[src/sv/ate_pkg.sv]
// Shared types, codes and helper functions of the ANSI text console engine.
// Used by the controller, the datapath and the top level.
package ate_pkg;

    // Datapath operations issued by the controller.
    localparam int OP_W = 3;
    localparam logic [OP_W-1:0] OP_NONE  = 3'd0;
    localparam logic [OP_W-1:0] OP_LATCH = 3'd1;
    localparam logic [OP_W-1:0] OP_PREP  = 3'd2;
    localparam logic [OP_W-1:0] OP_EXEC  = 3'd3;
    localparam logic [OP_W-1:0] OP_STEP  = 3'd4;
    localparam logic [OP_W-1:0] OP_OUT   = 3'd5;

    typedef struct packed {
        logic [OP_W-1:0] op;
    } ate_cmd_t;

    typedef struct packed {
        logic busy;      // A memory walk, a cell write or an SGR run is pending.
        logic out_free;  // The output register can take a new result.
    } ate_status_t;

    // Configuration register indexes.
    localparam logic REG_COLS = 1'b0;
    localparam logic REG_ROWS = 1'b1;

    localparam logic [7:0] COLS_RESET = 8'd80;
    localparam logic [5:0] ROWS_RESET = 6'd25;

    // Byte codes.
    localparam logic [7:0] B_HOME   = 8'h01;
    localparam logic [7:0] B_EOL    = 8'h05;
    localparam logic [7:0] B_STEP   = 8'h06;
    localparam logic [7:0] B_BS     = 8'h08;
    localparam logic [7:0] B_TAB    = 8'h09;
    localparam logic [7:0] B_LF     = 8'h0a;
    localparam logic [7:0] B_FF     = 8'h0c;
    localparam logic [7:0] B_CR     = 8'h0d;
    localparam logic [7:0] B_ESC    = 8'h1b;
    localparam logic [7:0] B_SPACE  = 8'h20;
    localparam logic [7:0] B_SEMI   = 8'h3b;
    localparam logic [7:0] B_ZERO   = 8'h30;
    localparam logic [7:0] B_NINE   = 8'h39;
    localparam logic [7:0] B_LBRACK = 8'h5b;
    localparam logic [7:0] B_UP_A   = 8'h41;
    localparam logic [7:0] B_UP_Z   = 8'h5a;
    localparam logic [7:0] B_LO_A   = 8'h61;
    localparam logic [7:0] B_LO_Z   = 8'h7a;
    localparam logic [7:0] B_CUP    = 8'h48;  // H
    localparam logic [7:0] B_HVP    = 8'h66;  // f
    localparam logic [7:0] B_SGR    = 8'h6d;  // m
    localparam logic [7:0] B_ECH    = 8'h58;  // X
    localparam logic [7:0] B_EL     = 8'h4b;  // K
    localparam logic [7:0] B_ED     = 8'h4a;  // J
    localparam logic [7:0] CH_MICRO = 8'hb5;
    localparam logic [7:0] CH_MU    = 8'he6;

    localparam logic [15:0] ATTR_RESET = 16'h0007;
    localparam logic [15:0] ATTR_BOLD  = 16'h0808;
    localparam logic [15:0] ATTR_BLINK = 16'h8080;

    // ANSI color number to text-mode color bits.
    function automatic logic [2:0] sgr_colour(input logic [2:0] c);
        logic [2:0] r;
        begin
            unique case (c)
                3'd0: r = 3'd0;
                3'd1: r = 3'd4;
                3'd2: r = 3'd2;
                3'd3: r = 3'd6;
                3'd4: r = 3'd1;
                3'd5: r = 3'd5;
                3'd6: r = 3'd3;
                default: r = 3'd7;
            endcase
            return r;
        end
    endfunction

    // One SGR argument applied to the current attribute.
    function automatic logic [15:0] sgr_apply(input logic [15:0] t, input logic [15:0] a);
        logic [15:0] r;
        begin
            r = t;
            if (a == 16'd0)
                r = ATTR_RESET;
            else if (a == 16'd1)
                r = t | ATTR_BOLD;
            else if (a == 16'd22)
                r = t & ~ATTR_BOLD;
            else if (a == 16'd5)
                r = t | ATTR_BLINK;
            else if (a >= 16'd30 && a <= 16'd37)
                r = (t & 16'h00f0) | {13'd0, sgr_colour(3'(a - 16'd30))}
                    | ((t >> 8) & 16'h0008);
            else if (a >= 16'd40 && a <= 16'd47)
                r = (t & 16'h000f) | {9'd0, sgr_colour(3'(a - 16'd40)), 4'd0}
                    | ((t >> 8) & 16'h0080);
            return r;
        end
    endfunction

endpackage

[src/sv/ate_ctrl.sv]
// Controller of the ANSI text console engine: sequences clear, decode, memory walk
// and result delivery. Depends on ate_pkg.
module ate_ctrl
    import ate_pkg::*;
(
    input  logic        clk,
    input  logic        rst_n,
    input  logic        in_valid,
    output logic        in_ready,
    input  ate_status_t status,
    output ate_cmd_t    cmd
);

    localparam logic [2:0] S_CLR  = 3'd0;
    localparam logic [2:0] S_IDLE = 3'd1;
    localparam logic [2:0] S_PREP = 3'd2;
    localparam logic [2:0] S_EXEC = 3'd3;
    localparam logic [2:0] S_WALK = 3'd4;
    localparam logic [2:0] S_FIN  = 3'd5;

    logic [2:0] state_reg;
    logic [2:0] state_next;

    always_comb
    begin
        state_next = state_reg;
        cmd.op     = OP_NONE;
        in_ready   = 1'b0;
        unique case (state_reg)
            S_CLR:
            begin
                if (status.busy)
                    cmd.op = OP_STEP;
                else
                    state_next = S_IDLE;
            end
            S_IDLE:
            begin
                in_ready = 1'b1;
                if (in_valid)
                begin
                    cmd.op     = OP_LATCH;
                    state_next = S_PREP;
                end
            end
            S_PREP:
            begin
                cmd.op     = OP_PREP;
                state_next = S_EXEC;
            end
            S_EXEC:
            begin
                cmd.op     = OP_EXEC;
                state_next = S_WALK;
            end
            S_WALK:
            begin
                if (status.busy)
                    cmd.op = OP_STEP;
                else
                    state_next = S_FIN;
            end
            S_FIN:
            begin
                if (status.out_free)
                begin
                    cmd.op     = OP_OUT;
                    state_next = S_IDLE;
                end
            end
            default:
            begin
                state_next = S_IDLE;
            end
        endcase
    end

    always_ff @(posedge clk or negedge rst_n)
    begin
        if (!rst_n)
            state_reg <= S_CLR;
        else
            state_reg <= state_next;
    end

endmodule

[config.mk]
export PLATFORM = sky130hd
export DESIGN_NAME = ate_ctrl
export DESIGN_NICKNAME = d
export VERILOG_FILES = /design/src/sv/ate_pkg.sv /design/src/sv/ate_ctrl.sv
export SDC_FILE = /design/constraint.sdc
export NUM_CORES = 1
export LEC_CHECK = 0
export ABC_AREA = 1
export BUFFER_PORTS_ARGS = -buffer_cell sky130_fd_sc_hd__buf_2
export CORE_AREA = 2 2 39 41
export CTS_BUF_LIST = sky130_fd_sc_hd__clkbuf_4 sky130_fd_sc_hd__clkbuf_8 sky130_fd_sc_hd__clkbuf_16
export DETAILED_ROUTE_END_ITERATION = 10
export DIE_AREA = 0 0 41 43
export PLACE_DENSITY_LB_ADDON = 0.08
export SYNTH_ARGS = -nofsm -noshare
export SYNTH_HDL_FRONTEND = slang
export SYNTH_SLANG_ARGS = --single-unit
[constraint.sdc]
create_clock -name clk -period 2.3 [get_ports clk]
set_input_delay 0.46 -clock clk [delete_from_list [all_inputs] [get_ports clk]]
set_output_delay 0.46 -clock clk [all_outputs]
set_load 0.01 [all_outputs]
==> run metrics <==
final hold vios=0; core area=between 1000 and 1500 um2; IO Count=9; routed wire length=532 um; outcome=finished, final reports clean; Min-Delay Path Class=primary input to flip-flop; highest-utilization routing layer at the global route stage=met2; CP top delay family=flip-flops; Max-slew headroom=0.854; slew of the pin with the lowest slew margin=roughly 0.22 ns; post-synthesis cell area=roughly 220 um2; met3 track utilization from global routing=0.0314; P_leak=between 0.2 and 0.25 nW; total number of placement rows=14; synthesis-stage register bit count=3; period utilisation layout=0.716; overall routing resource usage=0.0775; Die Height=around 43 um; Num Clock Sinks=3; Final GP Congestion=0.668; htree depth=1; Root Buffer Master=sky130_fd_sc_hd__clkbuf_4; number of flip-flops in the largest register=3; cells after synthesis=35; Max Clk Rate=607 MHz; number of buffers and inverters on the critical path=1; share of the yosys chip area belonging to registers=0.335; crit path cell chain=nor2_2, o21ai_0, nand2_1, buf_2; vias in the first global route=between 200 and 250; total via count in the routed design=245; final critical-path required period=around 1.6 ns; IR Drop Worst-Case VDD=0.348 mV; routing usage on met1=0.0844; multi-input logic area=~120 um2; worst-path fanout max=7; count of maximum capacitance violations=0; total power per unit cell area=roughly 1300 nW/um2; clock tree from TritonCTS=yes; DR vias/cell=around 3.8; overflow left after global routing=0; Filler cells=about 160; post-CTS clock slew at the launch and capture registers of the worst setup and hold paths=approximately 0.040 ns; Routed wire per std cell=about 8.3 um; cell type contributing the most total cell area after synthesis=sky130_fd_sc_hd__dfrtp_1; Net Count, Synth=40; antenna diode count=0; area enclosed by the die boundary=~1800 um2; final standard cell count with taps included and fillers excluded=between 60 and 70; startpoint type of the worst setup path=flip-flop; count of synthesis-stage warnings from yosys=0; largest clock skew in the final design=~0.00050 ns; final max-slew violation count=0; mean post-synth cell area=6.40 um2; pin count of the biggest net entering global routing=8; Worst Path Arrival=roughly 1.2 ns; fraction of layout cells with a size suffix above 1=0.354; met2 layer usage reported by global route=0.113; antenna violations before repair=0; quantity of I/O buffers inserted on ports=8; placed cell count=59; drt first pass iters=2; cts bufs inserted=3; number of nets at the end of the flow=54; remaining antenna violation count after routing=0; DIE WIDTH=between 40 and 50 um; cell with the biggest individual delay on the critical path=sky130_fd_sc_hd__dfrtp_1; sort of element at the end of the critical path=primary output; largest cells by area after synthesis=sky130_fd_sc_hd__dfrtp_1 34%, sky130_fd_sc_hd__inv_1 13%, sky130_fd_sc_hd__nand2_1 13%; layout-stage area growth over the synthesis result=44.7%; sequential cell area in the final layout=around 75 um2; path type of the worst setup path=flip-flop to primary output; count of endpoints failing setup in the final report=0; half-perimeter wire length after detailed placement=437 um; initial drt markers=5; maximum buffer depth of the clock tree=2; clk_lat worst skew=0.23 ns; first-pass GRT wire length=~880 um; DRC=0; Post CTS Setup Buffer Count=0; worst stage delay on the critical path=around 0.44 ns; final-layout setup total negative slack=0 ns; worst endpoint required time=approximately 1.8 ns; Initial Utilization=0.162; number of library cell types mapped by synthesis=12; RSZ-0062 raised after global routing=no; area fraction of the dominant cell type after synthesis=0.335
==> area by class of cell <==
type | count | area share
multi-input cells | 23 | 0.355
flip-flops and latches | 3 | 0.232
repair buffers | 9 | 0.154
inverters | 9 | 0.104
clock buffers | 4 | 0.0927
well taps | 16 | 0.0618
==> synthesized netlist by cell type <==
cell	n
sky130_fd_sc_hd__a21oi_1	1
sky130_fd_sc_hd__dfrtp_1	3
sky130_fd_sc_hd__nor2_2	1
sky130_fd_sc_hd__o21ai_0	2
sky130_fd_sc_hd__inv_1	8
sky130_fd_sc_hd__nor2_1	4
sky130_fd_sc_hd__nand2_1	8
sky130_fd_sc_hd__nand4_1	2
sky130_fd_sc_hd__nand2_2	1
sky130_fd_sc_hd__nand3_1	2
sky130_fd_sc_hd__nand3_2	2
sky130_fd_sc_hd__inv_2	1
==> per-layer routing <==
| layer | up-vias | wire length (um) |
|---|---|---|
| li1 | 134 | - |
| met1 | 105 | 228 |
| met2 | 6 | 271 |
| met3 | 0 | 31 |
| met4 | 0 | 0 |
| met5 | - | 0 |
==> path summary, 6_finish.rpt <==
path / start / end / slack, ns / cells past startpoint
setup / recovery: state_reg[2]$_DFFE_PN0P_ / cmd[0] / 0.65 / 4
hold / removal: status[1] / state_reg[0]$_DFFE_PN0P_ / 0.54 / 4
setup reg to reg: state_reg[0]$_DFFE_PN0P_ / state_reg[2]$_DFFE_PN0P_ / 1.26 / 6
hold reg to reg: state_reg[2]$_DFFE_PN0P_ / state_reg[2]$_DFFE_PN0P_ / 0.62 / 2
max in group asynchronous: rst_n / state_reg[1]$_DFFE_PN0P_ / 1.64 / 2
min in group asynchronous: rst_n / state_reg[2]$_DFFE_PN0P_ / 0.55 / 2
==> power breakdown <==
| group | switching, W | internal [W] | leakage, nW |
|---|---|---|---|
| logic | 0.000127 | 0.0000771 | 0.147 |
| clock network | 0.0000267 | 0.0000767 | 0.0184 |
| registers | 0.0000310 | 0.0000758 | 0.0372 |
| total | 0.000185 | 0.000230 | 0.202 |
==> cell usage in the layout (no fill, tap or decap) <==
master,count
sky130_fd_sc_hd__inv_1,8
sky130_fd_sc_hd__nand2_1,8
sky130_fd_sc_hd__buf_2,8
sky130_fd_sc_hd__nor2_1,4
sky130_fd_sc_hd__clkbuf_4,4
sky130_fd_sc_hd__dfrtp_1,3
sky130_fd_sc_hd__nand4_1,2
sky130_fd_sc_hd__o21ai_0,2
sky130_fd_sc_hd__nand3_2,2
sky130_fd_sc_hd__nand3_1,2
sky130_fd_sc_hd__inv_2,1
sky130_fd_sc_hd__nor2_2,1
sky130_fd_sc_hd__nand2_2,1
sky130_fd_sc_hd__a21oi_1,1
sky130_fd_sc_hd__dlygate4sd3_1,1
==> tightest hold or removal path: cells and delay by family <==
family                 cells  cell delay (ns)
buffers and inverters      2             0.15
AND/OR/NAND/NOR            2             0.12
==> kinds of logic after synthesis <==
group | Yosys count | synth area share
compound gates | 3 | 0.0670
buf+inv | 9 | 0.151
flops | 3 | 0.335
simple gates | 20 | 0.447
==> repair_timing <==
action	in CTS	in global routing
hold buffers	0	1
gates resized for setup	0	0
hold endpoints to repair	0	2
==> metrics by stage <==
step / total power [W] / util / setup WS (ns) / hold slack, ns / instance area [um2]
after floorplan: 0.000244 / - / 1.04 / 0.164 / 224
after global placement: 0.000318 / 0.205 / 0.882 / 0.258 / 284
after detailed placement: 0.000315 / 0.205 / 0.854 / 0.258 / 284
after CTS: 0.000425 / 0.227 / 0.628 / 0.00488 / 314
after global routing: 0.000463 / 0.234 / 0.532 / 0.536 / 324
final: 0.000415 / 0.234 / 0.654 / 0.542 / 324
Power figures use the tool's default switching activity.
